**config.mk**
```make
export PLATFORM = sky130hd
export DESIGN_NAME = tls_certificate_list_parser
export DESIGN_NICKNAME = d
export VERILOG_FILES = /design/src/rtl/tlscl_pkg.sv /design/src/rtl/tlscl_step.sv /design/src/rtl/tlscl_queue.sv /design/src/rtl/tls_certificate_list_parser.sv
export SDC_FILE = /design/constraint.sdc
export NUM_CORES = 1
export LEC_CHECK = 0
export BUFFER_PORTS_ARGS = -buffer_cell sky130_fd_sc_hd__buf_2
export CAP_MARGIN = 15
export CORE_MARGIN = 2
export CORE_UTILIZATION = 62
export CTS_CLUSTER_SIZE = 10
export DETAILED_ROUTE_END_ITERATION = 12
export GPL_ROUTABILITY_DRIVEN = 0
export GPL_TIMING_DRIVEN = 0
export HOLD_SLACK_MARGIN = 0.08
export PLACE_DENSITY = 0.8
export SLEW_MARGIN = 20
export SYNTH_ARGS = -nofsm -noshare
export SYNTH_HDL_FRONTEND = slang
export SYNTH_SLANG_ARGS = --single-unit
export TNS_END_PERCENT = 100
```
**constraint.sdc**
```tcl
create_clock -name clock -period 20.4 [get_ports clock]
set_input_delay 1.02 -clock clock [delete_from_list [all_inputs] [get_ports clock]]
set_output_delay 1.02 -clock clock [all_outputs]
set_load 0.01 [all_outputs]
```
**src/rtl/tlscl_pkg.sv**
```systemverilog
// ---------------------------------------------------------------------------
// tlscl_pkg
// Types, codes and reset constants shared by the certificate list parser.
// ---------------------------------------------------------------------------
package tlscl_pkg;

   localparam int RSP_QUEUE_DEPTH = 4;
   localparam int CSR_IDX_W       = 1;
   localparam int CSR_DATA_W      = 8;

   localparam logic [CSR_IDX_W-1:0] CSR_MAX_ENTRIES = 1'd0;
   localparam logic [CSR_IDX_W-1:0] CSR_FIRST_ONLY  = 1'd1;

   localparam logic [7:0] MAX_ENTRIES_RESET = 8'd8;
   localparam logic       FIRST_ONLY_RESET  = 1'b0;

   typedef enum logic [7:0] {
      PH_CTX_LEN   = 8'b0000_0001,
      PH_CTX_BODY  = 8'b0000_0010,
      PH_LIST_LEN  = 8'b0000_0100,
      PH_CERT_LEN  = 8'b0000_1000,
      PH_CERT_BODY = 8'b0001_0000,
      PH_EXT_LEN   = 8'b0010_0000,
      PH_EXT_BODY  = 8'b0100_0000,
      PH_DONE      = 8'b1000_0000
   } phase_type;

   typedef enum logic [1:0] {
      KIND_CONTEXT = 2'd0,
      KIND_CERT    = 2'd1,
      KIND_FINAL   = 2'd2
   } kind_type;

   typedef enum logic [1:0] {
      ST_OK        = 2'd0,
      ST_TRUNCATED = 2'd1,
      ST_OVERRUN   = 2'd2,
      ST_TOO_MANY  = 2'd3
   } status_type;

   typedef struct packed {
      logic [7:0] data_byte;
      logic       final_byte;
   } req_type;

   typedef struct packed {
      kind_type    kind;
      logic [24:0] item_offset;
      logic [23:0] item_length;
      logic [7:0]  entry_index;
      status_type  status;
      logic [7:0]  entry_count;
      logic        last;
   } rsp_type;

   typedef struct packed {
      phase_type   phase;
      logic [23:0] length_accum;
      logic [1:0]  length_bytes_left;
      logic [23:0] vector_left;
      logic [23:0] list_left;
      logic [24:0] position;
      logic [7:0]  entries_done;
      status_type  error_code;
      logic [24:0] cert_start;
      logic [23:0] cert_length;
   } state_type;

   typedef struct packed {
      logic    v0;
      logic    v1;
      rsp_type r0;
      rsp_type r1;
   } push_type;

   localparam state_type STATE_RESET = '{
      phase:             PH_CTX_LEN,
      length_accum:      24'd0,
      length_bytes_left: 2'd1,
      vector_left:       24'd0,
      list_left:         24'd0,
      position:          25'd0,
      entries_done:      8'd0,
      error_code:        ST_OK,
      cert_start:        25'd0,
      cert_length:       24'd0
   };

endpackage

```
**src/rtl/tlscl_step.sv**
```systemverilog
// ---------------------------------------------------------------------------
// tlscl_step
// Next-state and result logic for one message byte.
// ---------------------------------------------------------------------------
module tlscl_step
   import tlscl_pkg::*;
(
   input  state_type  cur,
   input  req_type    beat,
   input  logic [7:0] max_entries,
   input  logic       first_only,
   output state_type  nxt,
   output push_type   push
);

   logic [24:0] nxt_pos;
   logic [23:0] accum_new;
   logic [1:0]  left_new;
   logic        len_done;
   logic [23:0] vdec;
   logic        a_v;
   rsp_type     a_res;
   rsp_type     f_res;
   logic        do_start;
   logic        do_ext;
   logic        do_finish;

   assign nxt_pos   = (cur.position == '1) ? cur.position : cur.position + 25'd1;
   assign accum_new = {cur.length_accum[15:0], beat.data_byte};
   assign left_new  = cur.length_bytes_left - 2'd1;
   assign len_done  = (left_new == 2'd0);
   assign vdec      = cur.vector_left - 24'd1;

   always_comb begin
      nxt       = cur;
      a_v       = 1'b0;
      a_res     = '0;
      f_res     = '0;
      do_start  = 1'b0;
      do_ext    = 1'b0;
      do_finish = 1'b0;

      if (cur.phase inside {PH_CERT_LEN, PH_CERT_BODY, PH_EXT_LEN, PH_EXT_BODY} &&
          cur.list_left != 24'd0) begin
         nxt.list_left = cur.list_left - 24'd1;
      end

      case (cur.phase)
         PH_CTX_LEN: begin
            nxt.vector_left = {16'd0, beat.data_byte};
            if (beat.data_byte == 8'd0) begin
               a_v                   = 1'b1;
               a_res.kind            = KIND_CONTEXT;
               a_res.item_offset     = 25'd1;
               nxt.phase             = PH_LIST_LEN;
               nxt.length_bytes_left = 2'd3;
               nxt.length_accum      = 24'd0;
            end else begin
               nxt.phase = PH_CTX_BODY;
            end
         end
         PH_CTX_BODY: begin
            nxt.vector_left = vdec;
            if (vdec == 24'd0) begin
               a_v                   = 1'b1;
               a_res.kind            = KIND_CONTEXT;
               a_res.item_offset     = 25'd1;
               a_res.item_length     = 24'(nxt_pos - 25'd1);
               nxt.phase             = PH_LIST_LEN;
               nxt.length_bytes_left = 2'd3;
               nxt.length_accum      = 24'd0;
            end
         end
         PH_LIST_LEN: begin
            nxt.length_accum      = accum_new;
            nxt.length_bytes_left = left_new;
            if (len_done) begin
               nxt.list_left = accum_new;
               do_start      = 1'b1;
            end
         end
         PH_CERT_LEN: begin
            nxt.length_accum      = accum_new;
            nxt.length_bytes_left = left_new;
            if (len_done) begin
               nxt.cert_length = accum_new;
               if (accum_new > nxt.list_left) begin
                  nxt.error_code = ST_OVERRUN;
                  nxt.phase      = PH_DONE;
               end else begin
                  nxt.cert_start  = nxt_pos;
                  nxt.vector_left = accum_new;
                  if (accum_new == 24'd0) begin
                     do_ext = 1'b1;
                  end else begin
                     nxt.phase = PH_CERT_BODY;
                  end
               end
            end
         end
         PH_CERT_BODY: begin
            nxt.vector_left = vdec;
            if (vdec == 24'd0) begin
               do_ext = 1'b1;
            end
         end
         PH_EXT_LEN: begin
            nxt.length_accum      = accum_new;
            nxt.length_bytes_left = left_new;
            if (len_done) begin
               if (accum_new > nxt.list_left) begin
                  nxt.error_code = ST_OVERRUN;
                  nxt.phase      = PH_DONE;
               end else begin
                  nxt.vector_left = accum_new;
                  if (accum_new == 24'd0) begin
                     do_finish = 1'b1;
                  end else begin
                     nxt.phase = PH_EXT_BODY;
                  end
               end
            end
         end
         PH_EXT_BODY: begin
            nxt.vector_left = vdec;
            if (vdec == 24'd0) begin
               do_finish = 1'b1;
            end
         end
         default: begin
         end
      endcase

      if (do_ext) begin
         if (nxt.list_left < 24'd2) begin
            nxt.error_code = ST_OVERRUN;
            nxt.phase      = PH_DONE;
         end else begin
            nxt.phase             = PH_EXT_LEN;
            nxt.length_bytes_left = 2'd2;
            nxt.length_accum      = 24'd0;
         end
      end

      if (do_finish) begin
         a_v               = 1'b1;
         a_res.kind        = KIND_CERT;
         a_res.item_offset = nxt.cert_start;
         a_res.item_length = nxt.cert_length;
         a_res.entry_index = nxt.entries_done;
         nxt.entries_done  = nxt.entries_done + 8'd1;
         if (first_only) begin
            nxt.phase = PH_DONE;
         end else begin
            do_start = 1'b1;
         end
      end

      if (do_start) begin
         if (nxt.list_left == 24'd0) begin
            if (first_only && nxt.entries_done == 8'd0) begin
               nxt.error_code = ST_OVERRUN;
            end
            nxt.phase = PH_DONE;
         end else if (!first_only && nxt.entries_done >= max_entries) begin
            nxt.error_code = ST_TOO_MANY;
            nxt.phase      = PH_DONE;
         end else if (nxt.list_left < 24'd3) begin
            nxt.error_code = ST_OVERRUN;
            nxt.phase      = PH_DONE;
         end else begin
            nxt.phase             = PH_CERT_LEN;
            nxt.length_bytes_left = 2'd3;
            nxt.length_accum      = 24'd0;
         end
      end

      nxt.position = nxt_pos;

      if (beat.final_byte) begin
         f_res.kind        = KIND_FINAL;
         f_res.status      = (nxt.phase == PH_DONE) ? nxt.error_code : ST_TRUNCATED;
         f_res.entry_count = nxt.entries_done;
         f_res.last        = 1'b1;
         nxt               = STATE_RESET;
      end

      a_res.last = !beat.final_byte;

      push.v0 = a_v || beat.final_byte;
      push.v1 = a_v && beat.final_byte;
      push.r0 = a_v ? a_res : f_res;
      push.r1 = f_res;
   end

endmodule

```
**src/rtl/tlscl_queue.sv**
```systemverilog
// ---------------------------------------------------------------------------
// tlscl_queue
// Result queue: takes up to two result beats a cycle, drives one out.
// ---------------------------------------------------------------------------
module tlscl_queue
   import tlscl_pkg::*;
#(
   parameter int Depth = RSP_QUEUE_DEPTH
)
(
   input  logic     clock,
   input  logic     reset,
   input  push_type push,
   output logic     has_room,
   output logic     out_valid,
   input  logic     out_ready,
   output rsp_type  out_beat
);

   localparam int PtrW = (Depth > 1) ? $clog2(Depth) : 1;
   localparam int CntW = $clog2(Depth + 1);

   rsp_type         slot_ff [Depth];
   logic [PtrW-1:0] head_ff, head_in;
   logic [PtrW-1:0] tail_ff, tail_in;
   logic [PtrW-1:0] tail1;
   logic [CntW-1:0] count_ff, count_in;
   logic            pop;

   function automatic logic [PtrW-1:0] ptr_next(input logic [PtrW-1:0] p);
      return (p == PtrW'(Depth - 1)) ? '0 : p + 1'b1;
   endfunction

   assign tail1     = ptr_next(tail_ff);
   assign out_valid = (count_ff != '0);
   assign out_beat  = slot_ff[head_ff];
   assign pop       = out_valid && out_ready;
   assign has_room  = (count_ff <= CntW'(Depth - 2));

   always_comb begin
      head_in  = pop ? ptr_next(head_ff) : head_ff;
      tail_in  = push.v1 ? ptr_next(tail1) : (push.v0 ? tail1 : tail_ff);
      count_in = count_ff + CntW'(push.v0) + CntW'(push.v1) - CntW'(pop);
   end

   always_ff @(posedge clock) begin
      if (reset) begin
         head_ff  <= '0;
         tail_ff  <= '0;
         count_ff <= '0;
      end else begin
         head_ff  <= head_in;
         tail_ff  <= tail_in;
         count_ff <= count_in;
      end
   end

   always_ff @(posedge clock) begin
      if (push.v0) begin
         slot_ff[tail_ff] <= push.r0;
      end
      if (push.v1) begin
         slot_ff[tail1] <= push.r1;
      end
   end

endmodule

```
**src/rtl/tls_certificate_list_parser.sv**
```systemverilog
// Path: a byte accepted into the input register is stepped once the result
//   queue has room; its results are written into the queue and offered from there.
// Throughput: one byte per cycle while the result queue has room; a byte giving
//   two results queues both, and the queue drives them out one at a time.
// Reset: synchronous; parser state, config and queue return to reset values.
// ---------------------------------------------------------------------------
// tls_certificate_list_parser
// TLS 1.3 Certificate message walker: context span, entry spans and status.
// ---------------------------------------------------------------------------
module tls_certificate_list_parser
   import tlscl_pkg::*;
#(
   parameter int RspDepth = RSP_QUEUE_DEPTH
)
(
   input  logic                  clock,
   input  logic                  reset,
   input  logic                  req_valid,
   output logic                  req_ready,
   input  req_type               req_beat,
   output logic                  rsp_valid,
   input  logic                  rsp_ready,
   output rsp_type               rsp_beat,
   input  logic                  csr_write_en,
   input  logic [CSR_IDX_W-1:0]  csr_index,
   input  logic [CSR_DATA_W-1:0] csr_wdata
);

   logic       in_valid_ff, in_valid_in;
   req_type    in_beat_ff;
   state_type  state_ff, state_nxt;
   logic [7:0] max_entries_ff;
   logic       first_only_ff;
   push_type   step_push;
   push_type   push;
   logic       has_room;
   logic       process;
   logic       req_fire;

   assign process   = in_valid_ff && has_room;
   assign req_ready = !in_valid_ff || process;
   assign req_fire  = req_valid && req_ready;

   always_comb begin
      in_valid_in = in_valid_ff;
      if (req_fire) begin
         in_valid_in = 1'b1;
      end else if (process) begin
         in_valid_in = 1'b0;
      end
      push    = step_push;
      push.v0 = step_push.v0 && process;
      push.v1 = step_push.v1 && process;
   end

   tlscl_step u_step (
      .cur         (state_ff),
      .beat        (in_beat_ff),
      .max_entries (max_entries_ff),
      .first_only  (first_only_ff),
      .nxt         (state_nxt),
      .push        (step_push)
   );

   tlscl_queue #(
      .Depth (RspDepth)
   ) u_queue (
      .clock     (clock),
      .reset     (reset),
      .push      (push),
      .has_room  (has_room),
      .out_valid (rsp_valid),
      .out_ready (rsp_ready),
      .out_beat  (rsp_beat)
   );

   always_ff @(posedge clock) begin
      if (reset) begin
         in_valid_ff    <= 1'b0;
         state_ff       <= STATE_RESET;
         max_entries_ff <= MAX_ENTRIES_RESET;
         first_only_ff  <= FIRST_ONLY_RESET;
      end else begin
         in_valid_ff <= in_valid_in;
         if (process) begin
            state_ff <= state_nxt;
         end
         if (csr_write_en) begin
            case (csr_index)
               CSR_MAX_ENTRIES: max_entries_ff <= csr_wdata[7:0];
               CSR_FIRST_ONLY:  first_only_ff  <= csr_wdata[0];
               default: begin
               end
            endcase
         end
      end
   end

   always_ff @(posedge clock) begin
      if (req_fire) begin
         in_beat_ff <= req_beat;
      end
   end

endmodule

```
* After elaboration in Yosys (flattened, before gate mapping)
Memories as Yosys holds them, arrays and structs flattened. A register that Yosys moved wholly into a read port is not among the register bits.
Index checks and enable logic that the tools add are counted.
** Word-level totals
- Input bits :: 23
- Memories :: 1
- Output and inout bits :: 72
- ROM bits :: 0
- Register bits after elaboration :: 192
- Word-level logic and storage cells :: 164
- Bits in latches :: 0
- RAM bits :: 280
** Memories
- u_queue.slot_ff :: words 4, width 70, rd ports 1, clocked after memory_dff 1, wr ports 2, line tlscl_queue.sv:23 : rsp_type slot_ff [Depth];
** Cells by class
- Order comparisons :: 5
- Div/mod/pow operators :: 0
- Add/subtract/negate cells :: 12
- $mul :: 0
- Bitwise gates (word level) :: 1
- Muxes and demuxes :: 81
- Reduce and logical (&&, ||, !) cells :: 32
- Shifts and indexed selects :: 0
- Equal/unequal tests :: 14
** Operator list (count)
- 2-to-1 mux 166 bit :: 1
- 2-to-1 mux 24 bit :: 6
- 2-to-1 mux 26 bit :: 5
- 2-to-1 mux 8 bit :: 13
- 2-to-1 mux 34 bit :: 3
- 2-to-1 mux 51 bit :: 2
- one-hot mux 26 bit (3 select lines) :: 1
- 2-to-1 mux 25 bit :: 3
- zero test 24 bit :: 3
- one-hot mux 24 bit (3 select lines) :: 1
- subtractor 24 x 1 -> 24 bit (second input constant) :: 3
- 2-to-1 mux 70 bit :: 1
- 2-to-1 mux 58 bit :: 1
- 2-to-1 mux 49 bit :: 1
- less-than comparator 24 x 2 -> 1 bit (second input constant) :: 2
- 2-to-1 mux 2 bit :: 18
- one-hot mux 8 bit (4 select lines) :: 1
- adder 25 x 1 -> 25 bit (second input constant) :: 1
- equality test 25 bit (second input constant) :: 1
- > comparator 24 bit :: 1
- nonzero test 24 bit :: 1
- 2-to-1 mux 1 bit :: 17
- zero test 8 bit :: 2
- 2-to-1 mux 11 bit :: 1
- other kinds (33) :: 56

* Logic depth before layout (Yosys ltp)
- Depth in word-level cells :: 18
- Depth in mapped cells :: 33
- Mapped depth without buffers :: 30

* Hierarchy
A second synthesis with hierarchy kept.
** Unflattened totals
- Cell total of the unflattened synthesis :: 2772
- Area total of the unflattened synthesis :: 30068.8 sq um
** By module, submodules not included
- tlscl_queue :: cells an instance 736, area each 14679.1 sq um, sequential area each 8588.2 sq um, instances 1
- tls_certificate_list_parser :: cells an instance 811, area each 7901.3 sq um, sequential area each 3793.6 sq um, instances 1
- tlscl_step :: cells an instance 1225, area each 7488.4 sq um, sequential area each 0.0 sq um, instances 1

* Worst setup path before layout
Ideal clock, no wire load.
- Path type :: reg-to-reg
- Start :: register state_ff[159] (netlist name)
- End :: register state_ff[135] (netlist name)
- Arrival :: 6.599 ns
- Buffers on the path :: 5
- Data required time :: 20.283 ns
- Path slack :: 13.684 ns
- Period minus slack after synthesis :: 6.716 ns
- Library setup time :: 0.117 ns
- Cell stages (with the launch flop) :: 31
- Cell sequence :: dfxtp_1 buf_6 or4_1 buf_2 or4_4 a2111oi_2 xnor2_1 ha_1 nand2_1 or2_2 nor4_1 nand2_1 o21ai_1 a22o_1 clkbuf_1 clkbuf_1 ha_1 inv_1 ha_1 nand2b_1 a21oi_1 nor2b_1 o21ai_0 a21oi_1 o21a_1 o21ai_0 a21oi_1 nor3_4 o41ai_4 buf_6 a22o_1
** On the way
- Word-level cells in the longest chain between the ends :: 15
- Elaborated cells on any way between the ends :: 35
- Those cells by class :: order compare (4); eq/ne (7); mux (19); reduce/logical (5)
** Ends and longest elaborated chain
- start: declaration :: line tls_certificate_list_parser.sv:31 : state_type state_ff, state_nxt;
- start signal: assignment :: line tls_certificate_list_parser.sv:86 : state_ff <= state_nxt;
- equality test 8 x 4 -> 1 bit (tied with other cells) :: line tlscl_step.sv:43, tlscl_step.sv:48
- nonzero test 4 bit :: line tlscl_step.sv:43 : if (cur.phase inside {PH_CERT_LEN, PH_CERT_BODY, PH_EXT_LEN, PH_EXT_BODY} &&
- logical AND 1 bit :: line tlscl_step.sv:43
- 2-to-1 mux 24 bit :: line tlscl_step.sv:43
- > comparator 24 bit :: line tlscl_step.sv:87, tlscl_step.sv:111
- 2-to-1 mux 1 bit :: line tlscl_step.sv:87 : if (accum_new > nxt.list_left) begin
- 2-to-1 mux 1 bit :: line tlscl_step.sv:110 : if (len_done) begin
- one-hot mux 1 bit (2 select lines) :: line tlscl_step.sv:48 : case (cur.phase)
- 2-to-1 mux 8 bit :: line tlscl_step.sv:145 : if (do_finish) begin
- greater-or-equal comparator 8 bit :: line tlscl_step.sv:165 : end else if (!first_only && nxt.entries_done >= max_entries) begin
- logical AND 1 bit :: line tlscl_step.sv:165
- 2-to-1 mux 26 bit :: line tlscl_step.sv:165
- 2-to-1 mux 26 bit :: line tlscl_step.sv:160 : if (nxt.list_left == 24'd0) begin
- 2-to-1 mux 34 bit (*) :: line tlscl_step.sv:159 : if (do_start) begin
- 2-to-1 mux 166 bit (*) :: line tlscl_step.sv:180 : if (beat.final_byte) begin
Every way passes the cells marked *; elsewhere a longest branch is shown, timed or not.
A chain may end at the register's enable or synchronous reset.

==> impl_summary.log <==
[metrics] run status: complete, no violations
[metrics] final routed wirelength across all metal layers: 72400 µm
[metrics] asr flop ratio synth: 0%
[metrics] number of enable-type register cells in the synthesized netlist: 57
[metrics] Worst Max-Slew Pin Slew: 1.07 ns
[metrics] die area: 38200 µm²
[metrics] library cell used as clock root buffer: clkbuf_16
[metrics] average wire length per cell after detail routing: about 23 µm
[metrics] Synth Area in Simple Gates: 18.0%
[metrics] cell accounting for the most synthesized area: dfxtp_1
[metrics] sum of buffers and inverters on the critical path: 4
[metrics] detailed-placement wirelength estimate: approximately 50000 µm
[metrics] net count after synthesis: approximately 2600
[metrics] routed vias: 21200
[metrics] Die W: a little under 200 µm
[metrics] number of instances in the synthesized netlist: 2511
[metrics] floorplan die height: ~200 µm
[metrics] RSZ-0062 raised after global routing: false
[metrics] worst stage delay on the critical path: between 0.8 and 0.9 ns
[metrics] Post-Layout Cell Count: 3147
[metrics] number of antenna violations at the first check in global routing: 0
[metrics] Area growth syn-to-layout: 11.2%
[metrics] cell types with the largest area share after synthesis: dfxtp_1 (36%), edfxtp_1 (7.5%), mux4_2 (6.9%), nand2_1 (5.5%), o21ai_0 (5.5%)
[metrics] power density over the cells: 84.4 nW/µm²
[metrics] total congestion overflow after global routing: 0
[metrics] number of hold-slack violations in the final timing report: 0
[metrics] Setup Fix Bufs, Post-CTS: 0
[metrics] hold-fix buffer count after cts: 0
[metrics] minimum period implied by the final worst setup slack: a little under 9 ns
[metrics] Critical Path Fanout Max: 10
[metrics] most common library cells after synthesis: dfxtp_1 (409), nand2_1 (333), nor2_1 (259), o21ai_0 (248), a22oi_1 (163)
[metrics] maximum VDD drop: 0.0727 mV
[metrics] Critical-path top delay cell: nor4b_1
[metrics] sequential element share of the synthesized area: around 44%
[metrics] layout cell share with drive strength beyond 1: approximately 11%
[metrics] GRT Overall Usage: between 30% and 40%
[metrics] clock buffers created by TritonCTS: 53
[metrics] FP Rows: 70
[metrics] Data arrival, critical path: between 9 and 10 ns
[metrics] final clock skew: around 0.049 ns
[metrics] global-route wire length before repair: between 100000 and 150000 µm
[metrics] vias per cell: between 6 and 7
[metrics] combinational family with the most area after synthesis: compound AO/OA/AOI/OAI gates
[metrics] synthesis warning total: 0
[metrics] number of distinct library cells after synthesis: between 80 and 90
[metrics] final-layout worst hold slack: 0.445 ns
[metrics] setup slack on the worst flop-to-flop path: approximately 12 ns
[metrics] Post-Route Setup TNS: 0 ns
[metrics] cell family contributing the most delay on the critical path: compound AO/OA/AOI/OAI gates
[metrics] critical path required time: 20.73 ns
[metrics] net total in the final layout: about 2700
[metrics] Post-Syn Area: 22800 µm²
[metrics] xor and xnor fraction of the mapped netlist area: 3.46%
[metrics] CP Launch Type: flip-flop
[metrics] nature of the critical path endpoint: flip-flop
[metrics] Static Leakage: 9.17 nW
[metrics] complex-gate fraction of the synthesized area: just over 20%
[metrics] critical setup path kind: reg -> reg
[metrics] Max Freq: about 110 MHz
[metrics] TritonCTS clock tree: yes
[metrics] H-Tree Level Count: 2
[metrics] Post-Syn Area per Cell: between 9 and 10 µm²
[metrics] number of inserted diodes: 0
[metrics] largest net degree at the start of global routing: 17
[metrics] number of maximum-capacitance constraint violations: 0
[metrics] commonest register cell after synthesis: dfxtp_1
[metrics] share of the synthesized area in the top cell type: ~36%
[metrics] Resized cells post-CTS: 0
[metrics] share of the clock period used by the worst path after layout: a little over two fifths
[metrics] path class of the lowest-slack min-delay path: reg -> reg
[metrics] count of port buffers added during placement: 93
[metrics] multiplexer share of the synthesized area: 7.39%
[metrics] Num Clock Sinks: approximately 470
[metrics] number of global-route vias before repair: ~20000
[metrics] final setup vio count: 0
[metrics] post-synthesis sequential element count: ~470
[metrics] IO Pins: between 90 and 100
[metrics] initial core utilization: a little over three fifths
[metrics] CTS Buffer Depth: 3
[metrics] number of design-rule violations left by the first detailed-router iteration: just under 3000
[metrics] number of slew-limit violations in the final report: 0
[metrics] Relative slew margins: 27.6%
[metrics] most frequent cell after synthesis: dfxtp_1
[metrics] clock insertion delay at the later pin of the skew report: about 0.64 ns
[metrics] Post-DRT Antenna Nets: 0
[metrics] clock transition time at the flip-flop clock pins of the worst setup and hold paths: approximately 0.060 ns
[metrics] share of synthesized cell area in full adder, half adder and majority cells: between 2 and 3%
[metrics] placeable core area: 36300 µm²
[metrics] Cell Count Post-Placement: roughly 3100
[metrics] count of filler cells inserted in the layout: 2732
[metrics] count of unresolved DRC violations after routing: 0
[metrics] DRT Pass-1 Iters: 6
## power by group
group          internal (mW)  total (mW)  switching (mW)
sequential             0.941       0.957          0.0161
combinational          0.109       0.322           0.213
clock                  0.481       0.856           0.376
## final timing paths
path,from,end,cells after the start
min,u_queue.slot_ff[3][62],u_queue.slot_ff[3][62],2
max reg2reg,state_ff[163],u_queue.slot_ff[0][10],31
min reg2reg,u_queue.slot_ff[3][62],u_queue.slot_ff[3][62],2
max,state_ff[163],u_queue.slot_ff[0][10],31
## layout by cell type (no fill, tap or decap), drive strengths merged, types with 27 or more instances in the layout
master	count
ha	51
buf	118
inv	49
o21ai	251
nor3	51
nand3	44
o211ai	27
xor2	30
clkbuf	231
a21oi	91
xnor2	60
nand2	333
edfxtp	57
a22o	73
nor2	259
dfxtp	409
mux4	70
a22oi	163
nor4	33
## registers in the layout (all words and copies together), names as in the netlist, named ones only
register and count:
u_queue.count_ff 3, u_queue.slot_ff 280, u_queue.head_ff 2, in_valid_ff 1, first_only_ff 1, in_beat_ff 9, u_queue.tail_ff 2, max_entries_ff 8
state_ff 158
## layout make-up
| class | count | area (µm²) | area share, % |
|---|---|---|---|
| Multi-Input combinational cell | 1812 | 12000 | 47.2 |
| Sequential cell | 466 | 9900 | 39.1 |
| Clock buffer | 72 | 1420 | 5.60 |
| Buffer | 184 | 721 | 2.85 |
| Tap cell | 468 | 586 | 2.31 |
| Timing Repair Buffer | 93 | 465 | 1.84 |
| Inverter | 49 | 184 | 0.727 |
| Clock inverter | 3 | 80.1 | 0.316 |
## per-stage QoR
stage          power (mW)  utilization (%)  worst slack [ns]  instance area [µm²]
2_1_floorplan        1.19                -             13.68                22800
3_3_place_gp         1.28             65.5             11.65                23800
3_5_place_dp         1.29             65.5             11.87                23800
4_1_cts              2.13             69.6             11.81                25300
5_1_grt              2.20             69.6             11.03                25300
6_report             2.14             69.6             11.57                25300
## logic make-up after synthesis
| logic type | Yosys count |
|---|---|
| AO/OA/AOI/OAI | 709 |
| XOR/XNOR | 90 |
| adder cells (fa/ha/maj) | 53 |
| buffers and inverters | 233 |
| flip-flops | 466 |
| multiplexers | 80 |
| AND/OR/NAND/NOR | 880 |
## tightest hold or removal path, stage by stage, from the launching register on
cell and delay (ns):
dfxtp_1 0.32, nand2_1 0.04, o21ai_0 0.05
## routing by layer
layer	track usage (%)	part of all wire (%)	wire [µm]
met2	58.8	45	32600
met1	49.2	37	27000
met5	0	0	0
met3	8.38	12	8790
met4	19.1	5.5	4000
No activity file was read; power rests on OpenSTA's default activity.
